File: src/rtl/sjf_pkg.sv
package sjf_pkg;

    // Default table depth.
    localparam int MaxJobsDef = 16;

    // Field widths of one input word and one result word.
    localparam int IdW   = 8;
    localparam int TimeW = 32;
    localparam int LenW  = 16;
    localparam int KindW = 3;

    // Result kinds.
    localparam logic [KindW-1:0] KIND_UNBLOCK = 3'd0;
    localparam logic [KindW-1:0] KIND_RAN     = 3'd1;
    localparam logic [KindW-1:0] KIND_IDLE    = 3'd2;
    localparam logic [KindW-1:0] KIND_ADD_OK  = 3'd3;
    localparam logic [KindW-1:0] KIND_ADD_REJ = 3'd4;

    // Input operations.
    localparam logic OP_ADD  = 1'b0;
    localparam logic OP_STEP = 1'b1;

    // Sorted table commands.
    localparam logic [1:0] TBL_PEEK   = 2'd0;
    localparam logic [1:0] TBL_POP    = 2'd1;
    localparam logic [1:0] TBL_INSERT = 2'd2;

    typedef struct packed {
        logic       go;
        logic [1:0] op;
    } t_tbl_cmd;

endpackage

File: src/rtl/sjf_ram.sv
module sjf_ram #(
    parameter int Width = 8,
    parameter int Depth = 16
) (
    input  logic                     i_clk,
    input  logic                     i_we,
    input  logic [$clog2(Depth)-1:0] i_waddr,
    input  logic [Width-1:0]         i_wdata,
    input  logic [$clog2(Depth)-1:0] i_raddr,
    output logic [Width-1:0]         o_rdata
);

    logic [Width-1:0] r_mem [Depth];
    logic [Width-1:0] r_rdata;

    // One write port and one registered read port.
    always_ff @(posedge i_clk) begin
        if (i_we) begin
            r_mem[i_waddr] <= i_wdata;
        end
        r_rdata <= r_mem[i_raddr];
    end

    assign o_rdata = r_rdata;

endmodule

File: src/rtl/sjf_table.sv
module sjf_table
    import sjf_pkg::*;
#(
    parameter int   Depth   = MaxJobsDef,
    parameter int   DataW   = 24,
    parameter int   KeyW    = 16,
    parameter logic AfterEq = 1'b0
) (
    input  logic                       i_clk,
    input  logic                       i_rst_n,
    input  t_tbl_cmd                   i_cmd,
    input  logic [DataW-1:0]           i_data,
    output logic                       o_busy,
    output logic [DataW-1:0]           o_head,
    output logic [$clog2(Depth+1)-1:0] o_count
);

    localparam int AW = $clog2(Depth);
    localparam int CW = $clog2(Depth + 1);

    localparam logic [2:0] T_IDLE = 3'd0;
    localparam logic [2:0] T_PEEK = 3'd1;
    localparam logic [2:0] T_POP  = 3'd2;
    localparam logic [2:0] T_INS  = 3'd3;
    localparam logic [2:0] T_INS0 = 3'd4;

    logic [2:0]       r_st, n_st;
    logic [CW-1:0]    r_cnt, n_cnt;
    logic [AW-1:0]    r_idx, n_idx;
    logic [DataW-1:0] r_new, n_new;
    logic [DataW-1:0] r_head, n_head;

    logic             we;
    logic [AW-1:0]    waddr, raddr;
    logic [DataW-1:0] wdata, rdata;
    logic             move;

    sjf_ram #(.Width(DataW), .Depth(Depth)) u_ram (
        .i_clk   (i_clk),
        .i_we    (we),
        .i_waddr (waddr),
        .i_wdata (wdata),
        .i_raddr (raddr),
        .o_rdata (rdata)
    );

    // An entry moves up one place while its key is >= the new key (> when AfterEq).
    always_comb begin
        if (AfterEq) begin
            move = rdata[DataW-1 -: KeyW] > r_new[DataW-1 -: KeyW];
        end else begin
            move = rdata[DataW-1 -: KeyW] >= r_new[DataW-1 -: KeyW];
        end
    end

    // Walk sequencer: peek the head, shift down after a pop, shift up for an insert.
    always_comb begin
        n_st   = r_st;
        n_cnt  = r_cnt;
        n_idx  = r_idx;
        n_new  = r_new;
        n_head = r_head;
        we     = 1'b0;
        waddr  = r_idx;
        wdata  = r_new;
        raddr  = r_idx;
        unique case (r_st)
            T_IDLE: begin
                if (i_cmd.go) begin
                    unique case (i_cmd.op)
                        TBL_PEEK: begin
                            raddr = '0;
                            n_st  = T_PEEK;
                        end
                        TBL_POP: begin
                            if (r_cnt > CW'(1)) begin
                                raddr = AW'(1);
                                n_idx = AW'(1);
                                n_st  = T_POP;
                            end else begin
                                n_cnt = r_cnt - CW'(1);
                            end
                        end
                        TBL_INSERT: begin
                            n_new = i_data;
                            if (r_cnt == '0) begin
                                we    = 1'b1;
                                waddr = '0;
                                wdata = i_data;
                                n_cnt = CW'(1);
                            end else begin
                                raddr = AW'(r_cnt - CW'(1));
                                n_idx = AW'(r_cnt - CW'(1));
                                n_st  = T_INS;
                            end
                        end
                        default: begin
                            n_st = T_IDLE;
                        end
                    endcase
                end
            end
            T_PEEK: begin
                n_head = rdata;
                n_st   = T_IDLE;
            end
            T_POP: begin
                we    = 1'b1;
                waddr = r_idx - AW'(1);
                wdata = rdata;
                if ((CW'(r_idx) + CW'(1)) < r_cnt) begin
                    raddr = r_idx + AW'(1);
                    n_idx = r_idx + AW'(1);
                end else begin
                    n_cnt = r_cnt - CW'(1);
                    n_st  = T_IDLE;
                end
            end
            T_INS: begin
                we    = 1'b1;
                waddr = r_idx + AW'(1);
                if (move) begin
                    wdata = rdata;
                    if (r_idx == '0) begin
                        n_st = T_INS0;
                    end else begin
                        raddr = r_idx - AW'(1);
                        n_idx = r_idx - AW'(1);
                    end
                end else begin
                    wdata = r_new;
                    n_cnt = r_cnt + CW'(1);
                    n_st  = T_IDLE;
                end
            end
            T_INS0: begin
                we    = 1'b1;
                waddr = '0;
                wdata = r_new;
                n_cnt = r_cnt + CW'(1);
                n_st  = T_IDLE;
            end
            default: begin
                n_st = T_IDLE;
            end
        endcase
    end

    always_ff @(posedge i_clk) begin
        if (!i_rst_n) begin
            r_st  <= T_IDLE;
            r_cnt <= '0;
        end else begin
            r_st  <= n_st;
            r_cnt <= n_cnt;
        end
        r_idx  <= n_idx;
        r_new  <= n_new;
        r_head <= n_head;
    end

    assign o_busy  = (r_st != T_IDLE);
    assign o_head  = r_head;
    assign o_count = r_cnt;

endmodule

File: src/rtl/shortest_job_first_dispatcher_unit.sv
// Shortest-job-first dispatcher.
// Input channel (i_valid / o_stall): one word is either an add (i_op = 0) carrying
// a job id, release time and run length, or a step (i_op = 1). Output channel
// (o_valid / i_stall): result words; o_last marks the final word of an input.
// An add yields one word; the sorted insert into the waiting table walks one
// memory entry per cycle from the tail. A step yields one unblock word per
// released job and then a ran or idle word. Each release is a head read, a
// shift-down pop of the waiting memory and a sorted insert into the ready
// memory, and the dispatch a head read and a pop of the ready memory. One word
// is in work at a time; o_stall is high from acceptance until the last result
// has been loaded into the output register and the ready table pop behind a
// ran word has finished. The output register holds its word while i_stall is
// high, and the sequencer waits at the next result until the register is free.
// Reset clears both table counts, the time and the control state; table
// memories need no clearing since entries are read only below their count.
module shortest_job_first_dispatcher_unit
    import sjf_pkg::*;
#(
    parameter int MaxJobs = MaxJobsDef
) (
    input  logic             i_clk,
    input  logic             i_rst_n,
    input  logic             i_valid,
    output logic             o_stall,
    input  logic             i_op,
    input  logic [IdW-1:0]   i_job_id,
    input  logic [TimeW-1:0] i_release_time,
    input  logic [LenW-1:0]  i_run_length,
    output logic             o_valid,
    input  logic             i_stall,
    output logic [KindW-1:0] o_kind,
    output logic [IdW-1:0]   o_out_job_id,
    output logic [TimeW-1:0] o_event_time,
    output logic [LenW-1:0]  o_ran_length,
    output logic             o_queues_empty,
    output logic             o_last
);

    localparam int CW = $clog2(MaxJobs + 1);
    localparam int WW = TimeW + LenW + IdW;
    localparam int RW = LenW + IdW;

    localparam logic [3:0] S_IDLE  = 4'd0;
    localparam logic [3:0] S_ADDW  = 4'd1;
    localparam logic [3:0] S_CHK   = 4'd2;
    localparam logic [3:0] S_PKW   = 4'd3;
    localparam logic [3:0] S_POPW  = 4'd4;
    localparam logic [3:0] S_POPWW = 4'd5;
    localparam logic [3:0] S_INSRW = 4'd6;
    localparam logic [3:0] S_DISP  = 4'd7;
    localparam logic [3:0] S_PKR   = 4'd8;
    localparam logic [3:0] S_POPR  = 4'd9;
    localparam logic [3:0] S_POPRW = 4'd10;
    localparam logic [3:0] S_EMIT  = 4'd11;

    logic [3:0]       r_st, n_st;
    logic [3:0]       r_after, n_after;
    logic [TimeW-1:0] r_time, n_time;

    // Pending result word.
    logic [KindW-1:0] r_p_kind, n_p_kind;
    logic [IdW-1:0]   r_p_id, n_p_id;
    logic [TimeW-1:0] r_p_time, n_p_time;
    logic [LenW-1:0]  r_p_len, n_p_len;
    logic             r_p_empty, n_p_empty;
    logic             r_p_last, n_p_last;

    // Output register.
    logic             r_ovalid, n_ovalid;
    logic [KindW-1:0] r_o_kind, n_o_kind;
    logic [IdW-1:0]   r_o_id, n_o_id;
    logic [TimeW-1:0] r_o_time, n_o_time;
    logic [LenW-1:0]  r_o_len, n_o_len;
    logic             r_o_empty, n_o_empty;
    logic             r_o_last, n_o_last;

    t_tbl_cmd         wcmd, rcmd;
    logic [WW-1:0]    wdata_in, whead;
    logic [RW-1:0]    rdata_in, rhead;
    logic             wbusy, rbusy;
    logic [CW-1:0]    wcnt, rcnt;
    logic             out_free;

    // Waiting table, keyed by release time, equal keys kept in arrival order.
    sjf_table #(.Depth(MaxJobs), .DataW(WW), .KeyW(TimeW), .AfterEq(1'b1)) u_wait (
        .i_clk   (i_clk),
        .i_rst_n (i_rst_n),
        .i_cmd   (wcmd),
        .i_data  (wdata_in),
        .o_busy  (wbusy),
        .o_head  (whead),
        .o_count (wcnt)
    );

    // Ready table, keyed by run length, a new job ahead of equal lengths.
    sjf_table #(.Depth(MaxJobs), .DataW(RW), .KeyW(LenW), .AfterEq(1'b0)) u_ready (
        .i_clk   (i_clk),
        .i_rst_n (i_rst_n),
        .i_cmd   (rcmd),
        .i_data  (rdata_in),
        .o_busy  (rbusy),
        .o_head  (rhead),
        .o_count (rcnt)
    );

    assign out_free = !r_ovalid || !i_stall;

    // Step and add sequencer.
    always_comb begin
        n_st      = r_st;
        n_after   = r_after;
        n_time    = r_time;
        n_p_kind  = r_p_kind;
        n_p_id    = r_p_id;
        n_p_time  = r_p_time;
        n_p_len   = r_p_len;
        n_p_empty = r_p_empty;
        n_p_last  = r_p_last;
        wcmd      = '{go: 1'b0, op: TBL_PEEK};
        rcmd      = '{go: 1'b0, op: TBL_PEEK};
        wdata_in  = {i_release_time, i_run_length, i_job_id};
        rdata_in  = whead[RW-1:0];
        unique case (r_st)
            S_IDLE: begin
                if (i_valid) begin
                    n_p_id   = i_job_id;
                    n_p_time = r_time;
                    n_p_len  = '0;
                    n_p_last = 1'b1;
                    if (i_op == OP_ADD) begin
                        if (wcnt == CW'(MaxJobs)) begin
                            n_p_kind  = KIND_ADD_REJ;
                            n_p_empty = 1'b0;
                            n_after   = S_IDLE;
                            n_st      = S_EMIT;
                        end else begin
                            wcmd = '{go: 1'b1, op: TBL_INSERT};
                            n_st = S_ADDW;
                        end
                    end else begin
                        n_st = S_CHK;
                    end
                end
            end
            S_ADDW: begin
                if (!wbusy) begin
                    n_p_kind  = KIND_ADD_OK;
                    n_p_empty = 1'b0;
                    n_after   = S_IDLE;
                    n_st      = S_EMIT;
                end
            end
            S_CHK: begin
                if (wcnt != '0 && rcnt != CW'(MaxJobs)) begin
                    wcmd = '{go: 1'b1, op: TBL_PEEK};
                    n_st = S_PKW;
                end else begin
                    n_st = S_DISP;
                end
            end
            S_PKW: begin
                if (!wbusy) begin
                    if (whead[WW-1 -: TimeW] <= r_time) begin
                        n_p_kind  = KIND_UNBLOCK;
                        n_p_id    = whead[IdW-1:0];
                        n_p_time  = r_time;
                        n_p_len   = '0;
                        n_p_empty = 1'b0;
                        n_p_last  = 1'b0;
                        n_after   = S_POPW;
                        n_st      = S_EMIT;
                    end else begin
                        n_st = S_DISP;
                    end
                end
            end
            S_POPW: begin
                wcmd = '{go: 1'b1, op: TBL_POP};
                n_st = S_POPWW;
            end
            S_POPWW: begin
                if (!wbusy) begin
                    rcmd = '{go: 1'b1, op: TBL_INSERT};
                    n_st = S_INSRW;
                end
            end
            S_INSRW: begin
                if (!rbusy) begin
                    n_st = S_CHK;
                end
            end
            S_DISP: begin
                if (rcnt != '0) begin
                    rcmd = '{go: 1'b1, op: TBL_PEEK};
                    n_st = S_PKR;
                end else begin
                    n_p_kind  = KIND_IDLE;
                    n_p_id    = '0;
                    n_p_time  = r_time;
                    n_p_len   = LenW'(1);
                    n_p_empty = (wcnt == '0);
                    n_p_last  = 1'b1;
                    n_time    = r_time + TimeW'(1);
                    n_after   = S_IDLE;
                    n_st      = S_EMIT;
                end
            end
            S_PKR: begin
                if (!rbusy) begin
                    n_p_kind  = KIND_RAN;
                    n_p_id    = rhead[IdW-1:0];
                    n_p_time  = r_time;
                    n_p_len   = rhead[RW-1 -: LenW];
                    n_p_empty = (wcnt == '0) && (rcnt == CW'(1));
                    n_p_last  = 1'b1;
                    n_time    = r_time + TimeW'(rhead[RW-1 -: LenW]);
                    n_after   = S_POPR;
                    n_st      = S_EMIT;
                end
            end
            S_POPR: begin
                rcmd = '{go: 1'b1, op: TBL_POP};
                n_st = S_POPRW;
            end
            S_POPRW: begin
                if (!rbusy) begin
                    n_st = S_IDLE;
                end
            end
            S_EMIT: begin
                if (out_free) begin
                    n_st = r_after;
                end
            end
            default: begin
                n_st = S_IDLE;
            end
        endcase
    end

    // Output register: loaded from the pending word when free, cleared when taken.
    always_comb begin
        n_ovalid  = r_ovalid;
        n_o_kind  = r_o_kind;
        n_o_id    = r_o_id;
        n_o_time  = r_o_time;
        n_o_len   = r_o_len;
        n_o_empty = r_o_empty;
        n_o_last  = r_o_last;
        if (r_ovalid && !i_stall) begin
            n_ovalid = 1'b0;
        end
        if (r_st == S_EMIT && out_free) begin
            n_ovalid  = 1'b1;
            n_o_kind  = r_p_kind;
            n_o_id    = r_p_id;
            n_o_time  = r_p_time;
            n_o_len   = r_p_len;
            n_o_empty = r_p_empty;
            n_o_last  = r_p_last;
        end
    end

    always_ff @(posedge i_clk) begin
        if (!i_rst_n) begin
            r_st     <= S_IDLE;
            r_after  <= S_IDLE;
            r_time   <= '0;
            r_ovalid <= 1'b0;
        end else begin
            r_st     <= n_st;
            r_after  <= n_after;
            r_time   <= n_time;
            r_ovalid <= n_ovalid;
        end
        r_p_kind  <= n_p_kind;
        r_p_id    <= n_p_id;
        r_p_time  <= n_p_time;
        r_p_len   <= n_p_len;
        r_p_empty <= n_p_empty;
        r_p_last  <= n_p_last;
        r_o_kind  <= n_o_kind;
        r_o_id    <= n_o_id;
        r_o_time  <= n_o_time;
        r_o_len   <= n_o_len;
        r_o_empty <= n_o_empty;
        r_o_last  <= n_o_last;
    end

    assign o_stall        = (r_st != S_IDLE);
    assign o_valid        = r_ovalid;
    assign o_kind         = r_o_kind;
    assign o_out_job_id   = r_o_id;
    assign o_event_time   = r_o_time;
    assign o_ran_length   = r_o_len;
    assign o_queues_empty = r_o_empty;
    assign o_last         = r_o_last;

endmodule

File: config.mk
export PLATFORM = sky130hd
export DESIGN_NAME = shortest_job_first_dispatcher_unit
export DESIGN_NICKNAME = d
export VERILOG_FILES = /design/src/rtl/sjf_pkg.sv /design/src/rtl/sjf_ram.sv /design/src/rtl/sjf_table.sv /design/src/rtl/shortest_job_first_dispatcher_unit.sv
export SDC_FILE = /design/constraint.sdc
export NUM_CORES = 2
export LEC_CHECK = 0
export BUFFER_PORTS_ARGS = -buffer_cell sky130_fd_sc_hd__buf_2
export CORE_MARGIN = 2
export CORE_UTILIZATION = 50
export CTS_CLUSTER_DIAMETER = 30
export DETAILED_ROUTE_END_ITERATION = 7
export PLACE_DENSITY = 0.67
export REMOVE_ABC_BUFFERS = 1
export SETUP_SLACK_MARGIN = 0.4
export SLEW_MARGIN = 20
export SYNTH_ARGS = -nofsm -noshare
export SYNTH_HDL_FRONTEND = slang
export SYNTH_SLANG_ARGS = --single-unit
File: constraint.sdc
create_clock -name i_clk -period 9.8 [get_ports i_clk]
set_input_delay 2.45 -clock i_clk [delete_from_list [all_inputs] [get_ports i_clk]]
set_output_delay 2.45 -clock i_clk [all_outputs]
set_load 0.005 [all_outputs]
== Word-level counts from Yosys, hierarchy flattened ==
Memories as Yosys holds them, arrays and structs flattened. A register that Yosys moved wholly into a read port is not among the register bits.
Cells that the tools add are included.

* Logic and storage cells: 304
* Bits in registers: 347
* Memories: 2
* Output and inout bits: 63
* Bits in writable memories: 1280

* Add/subtract/negate cells: 12
* Reduce and logical (&&, ||, !) cells: 43
* Equal/unequal tests: 56
* Magnitude comparators: 7
* Mux-type cells: 158

{| class="wikitable"
|+ Memory list
! name !! depth !! width !! rd ports !! clocked after Yosys merged registers in !! wr ports !! RTL line !! RTL
|-
| u_wait.u_ram.r_mem || 16 || 56 || 1 || 1 || 1 || sjf_ram.sv:13 || <nowiki>logic [Width-1:0] r_mem [Depth];</nowiki>
|-
| u_ready.u_ram.r_mem || 16 || 24 || 1 || 1 || 1 || sjf_ram.sv:13 ||
|}

{| class="wikitable"
|+ Operator list
! operator !! count
|-
| 32-bit 2-to-1 mux || 7
|-
| 56-bit 2-to-1 mux || 4
|-
| 56-bit one-hot mux with 3 select lines || 1
|-
| 4-bit 2-to-1 mux || 39
|-
| 32-bit one-hot mux with 4 select lines || 1
|-
| 24-bit 2-to-1 mux || 4
|-
| 3-bit 2-to-1 mux || 27
|-
| 16-bit 2-to-1 mux || 5
|-
| 24-bit one-hot mux with 3 select lines || 1
|-
| 4-bit one-hot mux with 3 select lines || 6
|-
| 16-bit one-hot mux with 4 select lines || 1
|-
| 32-bit one-hot mux with 2 select lines || 1
|-
| 3-bit one-hot mux with 3 select lines || 6
|-
| 5-bit 2-to-1 mux || 10
|-
| 4-bit one-hot mux with 12 select lines || 1
|-
| 8-bit 2-to-1 mux || 5
|-
| 5-bit one-hot mux with 4 select lines || 2
|-
| 2-bit inequality test, second input constant || 17
|-
| 32-bit by 1-bit adder with 32-bit output, second input constant || 1
|-
| 32-bit by 16-bit adder with 32-bit output || 1
|-
| 32-bit > comparator || 1
|-
| 32-bit <= comparator || 1
|-
| 4-bit one-hot mux with 4 select lines || 2
|-
| 8-bit one-hot mux with 4 select lines || 1
|-
| 50 further kinds || 131
|}

== Logic depth before layout (Yosys ltp) ==
* Word-level depth: 11
* Gate-level depth with buffers: 18

== Modules after synthesis ==
Synthesis repeated with hierarchy kept, for this count alone.

* Cell total of the unflattened synthesis: 3758
* Area, all modules: 68278.0 um^2

{| class="wikitable"
|+ Modules (own cells, without submodules)
! module !! sequential area each (um^2) !! instances !! cells each !! area an instance (um^2)
|-
| sjf_ram at u_wait.u_ram || 28026.9 || 1 || 1445 || 34678.3
|-
| sjf_ram at u_ready.u_ram || 12011.5 || 1 || 636 || 14930.6
|-
| shortest_job_first_dispatcher_unit || 4444.3 || 1 || 666 || 7574.8
|-
| sjf_table at u_wait || 3643.5 || 1 || 618 || 7098.1
|-
| sjf_table at u_ready || 1721.7 || 1 || 393 || 3996.3
|}

== Worst setup path before layout ==
OpenSTA, ideal clock, no wires.

* Path kind: input to register
* From: input port i_stall
* To: register r_o_time[0], in the netlist o_event_time[0] (enable)
* Cell stages on the path: 2
* Library setup time: 0.568 ns
* Setup slack: 2.276 ns
* Path buffers: 0
* Arrival time: 6.956 ns
* Data required time: 9.232 ns
* Path through: nand2_1 nor3b_1

* Word-level cells in the longest chain between the ends: 3

{| class="wikitable"
|+ RTL lines
! what !! RTL line !! RTL
|-
| start: declaration || shortest_job_first_dispatcher_unit.sv:30 || <nowiki>input logic i_stall,</nowiki>
|-
| 1-bit logical NOT || shortest_job_first_dispatcher_unit.sv:106 || <nowiki>assign out_free = !r_ovalid || !i_stall;</nowiki>
|-
| 1-bit logical OR || shortest_job_first_dispatcher_unit.sv:106 ||
|-
| 1-bit logical AND || shortest_job_first_dispatcher_unit.sv:253 || <nowiki>if (r_st == S_EMIT && out_free) begin</nowiki>
|-
| end signal: assignment || shortest_job_first_dispatcher_unit.sv:284 || <nowiki>r_o_time <= n_o_time;</nowiki>
|-
| end: declaration || shortest_job_first_dispatcher_unit.sv:72 || <nowiki>logic [TimeW-1:0] r_o_time, n_o_time;</nowiki>
|}

No other way between the ends.
A chain may end at the register's enable or synchronous reset.

== Worst setup path in the final report ==
* From: register u_ready.r_idx[1]
* To: register u_ready.u_ram.r_rdata[4], in the netlist u_ready.u_ram.o_rdata[4], read port of u_ready.u_ram.r_mem

* Word-level cells in the longest chain between the ends: 4
* Elaborated cells between the ends (all ways): 13
* Classes of those cells: 3 x add/sub; 1 x order compare; 8 x mux; 1 x reduce/logical

{| class="wikitable"
|+ RTL lines
! what !! RTL line !! RTL
|-
| start: declaration || sjf_table.sv:29 || <nowiki>logic [AW-1:0] r_idx, n_idx;</nowiki>
|-
| start signal: assignment || sjf_table.sv:157 || <nowiki>r_idx <= n_idx;</nowiki>
|-
| 4-bit by 1-bit adder with 5-bit output, or another cell as far along || sjf_table.sv:111 || <nowiki>if ((CW'(r_idx) + CW'(1)) < r_cnt) begin</nowiki>
|-
| 5-bit less-than comparator, or another cell as far along || sjf_table.sv:111 ||
|-
| 4-bit 2-to-1 mux, on equally long branches || sjf_table.sv:111, sjf_table.sv:69, sjf_table.sv:122 ||
|-
| 4-bit one-hot mux with 3 select lines (*) || sjf_table.sv:67 || <nowiki>unique case (r_st)</nowiki>
|-
| end: declaration || sjf_ram.sv:14 || <nowiki>logic [Width-1:0] r_rdata;</nowiki>
|}

Mark *: on every way between the ends. The rest lies on a longest branch, timed or not.

==> metrics.txt <==
# TYPE chip_impl_metric gauge
chip_impl_info{name="status",value="complete, but fails checks"} 1
chip_impl_info{name="violations",value="DRC"} 1
chip_impl_metric{name="layout.core_utilization",unit=""} 0.605
chip_impl_metric{name="dpl.hpwl",unit="microns"} 106000
chip_impl_metric{name="cts_hold_bufs",unit=""} 0
chip_impl_metric{name="synth_xor_area_frac",unit=""} 0.00519
chip_impl_metric{name="areaGrowthSynthToFinish",unit="%"} 20.5
chip_impl_metric{name="tritoncts.num_buffers",unit=""} 347
chip_impl_info{name="cell_with_the_most_instances_after_synthesis",value="edfxtp_1"} 1
chip_impl_metric{name="p_per_area",unit="nW/um^2"} 336
chip_impl_metric{name="die_height",unit="microns"} 381
chip_impl_metric{name="core_area",unit="sq um"} 141000
chip_impl_metric{name="vias",unit=""} 45200
chip_impl_metric{name="filler_cell_count",unit=""} 10500
chip_impl_metric{name="ctsHtreeMaxLevel",unit=""} 5
chip_impl_metric{name="finalWirelength",unit="microns"} 190000
chip_impl_info{name="postSynth.topFlopCell",value="edfxtp_1"} 1
chip_impl_metric{name="postcts_setup_bufs",unit=""} 0
chip_impl_metric{name="finalWorstPathRequiredPeriod",unit="ns"} 6.03
chip_impl_metric{name="post_synth_and_or_nand_nor_area_fraction",unit=""} 0.0748
chip_impl_metric{name="async_reset_ff_frac",unit=""} 0
chip_impl_metric{name="io_buffer_count",unit=""} 123
chip_impl_metric{name="adder_and_majority_cell_fraction_of_the_synthesized_area",unit=""} 0.0216
chip_impl_metric{name="start_util",unit=""} 0.502
chip_impl_metric{name="sw_frac_of_total",unit=""} 0.325
chip_impl_metric{name="top_level_ports",unit=""} 124
chip_impl_metric{name="switching_power_summed_over_all_nets",unit="mW"} 9.32
chip_impl_metric{name="seq_area",unit="sq um"} 49800
chip_impl_metric{name="worst-path-max-fanout",unit=""} 69
chip_impl_metric{name="clock_insertion_delay_worst_skew",unit="ns"} 0.93
chip_impl_metric{name="route.antenna.remaining_nets",unit=""} 0
chip_impl_metric{name="synth-compound-area-share",unit=""} 0.123
chip_impl_metric{name="setup_viol",unit=""} 0
chip_impl_metric{name="relSlewSlack",unit=""} 0.103
chip_impl_metric{name="clock_skews",unit="ns"} 0.0958
chip_impl_metric{name="timing.fmax",unit="MHz"} 166
chip_impl_info{name="timing.critical_path.from_type",value="flop"} 1
chip_impl_metric{name="detailedRoute.firstIterationViolations",unit=""} 5234
chip_impl_metric{name="yosysSeqAreaShare",unit=""} 0.703
chip_impl_metric{name="detail_route.vias_per_cell",unit=""} 6.13
chip_impl_metric{name="layout.cell_area.non_filler",unit="sq um"} 85500
chip_impl_info{name="cp-end-kind",value="flop"} 1
chip_impl_metric{name="post_cts_resize_count",unit=""} 0
chip_impl_info{name="synth_top_cells_by_area",value="edfxtp_1 (66%), dfxtp_1 (3.8%), nand2_1 (2.9%)"} 1
chip_impl_metric{name="std_cell_rows",unit=""} 138
chip_impl_metric{name="total_overflow_reported_by_the_global_router",unit=""} 0
chip_impl_metric{name="synth_area",unit="sq um"} 70900
chip_impl_metric{name="post_synth.cell_area_avg",unit="sq um"} 14.3
chip_impl_metric{name="path_clk_slew",unit="ns"} 0.05
chip_impl_metric{name="1st_pass_router_iterations",unit=""} 8
chip_impl_metric{name="gp_congestion",unit=""} 0.859
chip_impl_metric{name="timing.final.max_slew_violations",unit=""} 0
chip_impl_metric{name="holdWs",unit="ns"} 0.403
chip_impl_metric{name="dieWidth",unit="microns"} 381
chip_impl_metric{name="grt_max_degree",unit=""} 208
chip_impl_metric{name="muxShareOfSynthArea",unit=""} 0.0459
chip_impl_metric{name="cp.arrival",unit="ns"} 6.72
chip_impl_metric{name="power_frac_comb",unit=""} 0.262
chip_impl_metric{name="final_hold_viol_count",unit=""} 0
chip_impl_metric{name="fin_ws",unit="ns"} 3.77
chip_impl_info{name="synth_commonest_cells",value="edfxtp_1 (1570), nand2_1 (543), clkbuf_1 (260)"} 1
chip_impl_metric{name="detail_route.drc_violations",unit=""} 2
chip_impl_metric{name="drt-wirelength-per-cell",unit="microns"} 25.8
chip_impl_metric{name="worst_ep_required_time",unit="ns"} 10.49
chip_impl_metric{name="pre_cts_setup_slack",unit="ns"} 3.12
chip_impl_info{name="cts_tree",value="built"} 1
chip_impl_metric{name="cts.sink_count",unit=""} 1705
chip_impl_metric{name="rr_worst_depth",unit=""} 15
chip_impl_metric{name="grt_antenna_before_repair",unit=""} 10
chip_impl_metric{name="via_count_of_the_first_global_routing_pass",unit=""} 44400
chip_impl_metric{name="drive_above_1_share",unit=""} 0.185
chip_impl_metric{name="global_route.usage.total",unit=""} 0.258
chip_impl_metric{name="total_of_max_cap_violations",unit=""} 0
chip_impl_metric{name="clk_buf_depth",unit=""} 4
chip_impl_metric{name="multiInputGateArea",unit="sq um"} 19700
chip_impl_metric{name="synth_seq_cells",unit=""} 1705
chip_impl_metric{name="tightest_pin_transition",unit="ns"} 1.34
chip_impl_info{name="ctsRootBufferMaster",value="clkbuf_16"} 1
chip_impl_metric{name="p_leak",unit="nW"} 30.0
chip_impl_metric{name="placed_area",unit="sq um"} 73900
chip_impl_info{name="synth_largest_area_cell",value="edfxtp_1"} 1
chip_impl_metric{name="sequential_group_share_of_total_power",unit=""} 0.342
chip_impl_metric{name="ys_types",unit=""} 90
chip_impl_metric{name="internal_power",unit="mW"} 19.4
chip_impl_metric{name="min_period_over_period",unit=""} 0.615
chip_impl_metric{name="pwr-share-clk",unit=""} 0.396
chip_impl_metric{name="whs_path_depth",unit=""} 0
chip_impl_metric{name="synth-edff-count",unit=""} 1570
chip_impl_info{name="rsz0062_at_grt",value="false"} 1
chip_impl_metric{name="die_area",unit="sq um"} 145000
chip_impl_metric{name="synth-warning-count",unit=""} 0
chip_impl_info{name="hp-class",value="flop to flop"} 1
chip_impl_metric{name="netlist_instances",unit=""} 4959
chip_impl_metric{name="vdd_ir_drop_max",unit="uV"} 379
chip_impl_metric{name="synth_top_cell_area_share",unit=""} 0.665
chip_impl_info{name="path_class",value="flop to flop"} 1
chip_impl_metric{name="design.final.nets",unit=""} 5394
chip_impl_info{name="dominant_combinational_cell_family_by_area_after_synthesis",value="compound AO/OA/AOI/OAI gates"} 1
chip_impl_metric{name="grt_first_pass_wirelength",unit="microns"} 281000
==> cell type report <==
type / count / area share
antenna: 5 / 0.000146
clock buffer: 397 / 0.106
clock inverter: 225 / 0.0278
inverter: 156 / 0.00685
multi-input combinational: 2777 / 0.230
sequential: 1705 / 0.583
tap: 1890 / 0.0277
timing repair buffer: 224 / 0.0183
==> power groups by stage <==
stage	combinational [mW]	sequential [mW]	clock [mW]
2_1_floorplan	5.61	9.54	0
3_3_place_gp	7.23	9.92	0
3_5_place_dp	7.39	9.93	0
4_1_cts	7.44	9.80	11.5
5_1_grt	8.16	9.85	11.8
6_report	7.53	9.82	11.4
==> state kept, by name, indices dropped and copies added (netlist names), 24 cells and up <==
signal and count:
u_ready.u_ram.r_mem 384, r_time 32, u_wait.u_ram.r_mem 896, u_ready.r_new 24, o_event_time 32, u_wait.r_new 56, u_ready.o_head 24, r_p_time 32
u_wait.u_ram.o_rdata 56, u_ready.u_ram.o_rdata 24, u_wait.o_head 56
==> critical path, cell delays in order (launching register included) <==
cell	delay, ns
edfxtp_1	0.58
inv_2	0.43
ha_1	0.41
ha_1	0.32
a21boi_0	0.16
o21ai_0	0.09
a21oi_1	0.24
nor2_1	0.12
a2bb2oi_1	0.16
o21ai_1	0.32
nor2_4	0.25
o21ai_4	0.71
buf_4	0.76
and2_2	0.81
a22oi_1	0.25
o41ai_1	0.19
==> cell usage in the layout, fill, tap and decap left out, drive strengths merged, types with 47 or more instances in the layout <==
cell type,Yosys,routed
edfxtp,1570,1570
nand2,543,543
clkbuf,260,397
buf,61,224
a211oi,205,205
a21oi,192,192
inv,155,191
and2,181,181
o21ai,177,177
nor2,169,169
a31oi,137,137
dfxtp,135,135
mux2i,133,133
ha,121,121
clkinv,1,118
and3,96,96
mux2,77,77
o211ai,63,63
a221o,62,62
o32ai,59,59
a221oi,56,56
mux4,47,47
==> routing by layer <==
| metal | GRT usage | wire [microns] |
|---|---|---|
| met1 | 0.347 | 76900 |
| met2 | 0.416 | 91000 |
| met3 | 0.0471 | 15300 |
| met4 | 0.109 | 7020 |
| met5 | 0 | 23 |
==> worst paths after layout <==
check	slack, ns	from	endpoint
setup / recovery	3.77	u_ready.r_idx[1]$_DFFE_PP_	u_ready.u_ram.o_rdata[4]$_DFF_P_
hold / removal	0.40	r_p_len[7]$_DFFE_PP_	o_ran_length[7]$_DFFE_PP_
setup reg to reg	3.77	u_ready.r_idx[1]$_DFFE_PP_	u_ready.u_ram.o_rdata[4]$_DFF_P_
hold reg to reg	0.40	r_p_len[7]$_DFFE_PP_	o_ran_length[7]$_DFFE_PP_
==> metrics by stage <==
| stage | total power [mW] | setup TNS (ns) | cells |
|---|---|---|---|
| floorplan | 15.2 | -647.10 | 4638 |
| global placement | 17.1 | 0 | 6749 |
| detailed placement | 17.3 | 0 | 6751 |
| CTS | 28.7 | 0 | 7373 |
| global route | 29.8 | 0 | 7375 |
| finish | 28.7 | 0 | 7379 |
==> kinds of logic (layout without fill, tap and decap cells) <==
family,after synthesis,after routing
flops,1705,1705
compound gates,1227,1227
simple gates,1129,1129
buf+inv,477,1002
mux,257,257
fa+ha+maj,122,122
xor+xnor,42,42
other cells,0,5
Note: power is estimated with default switching activity, not from simulation.
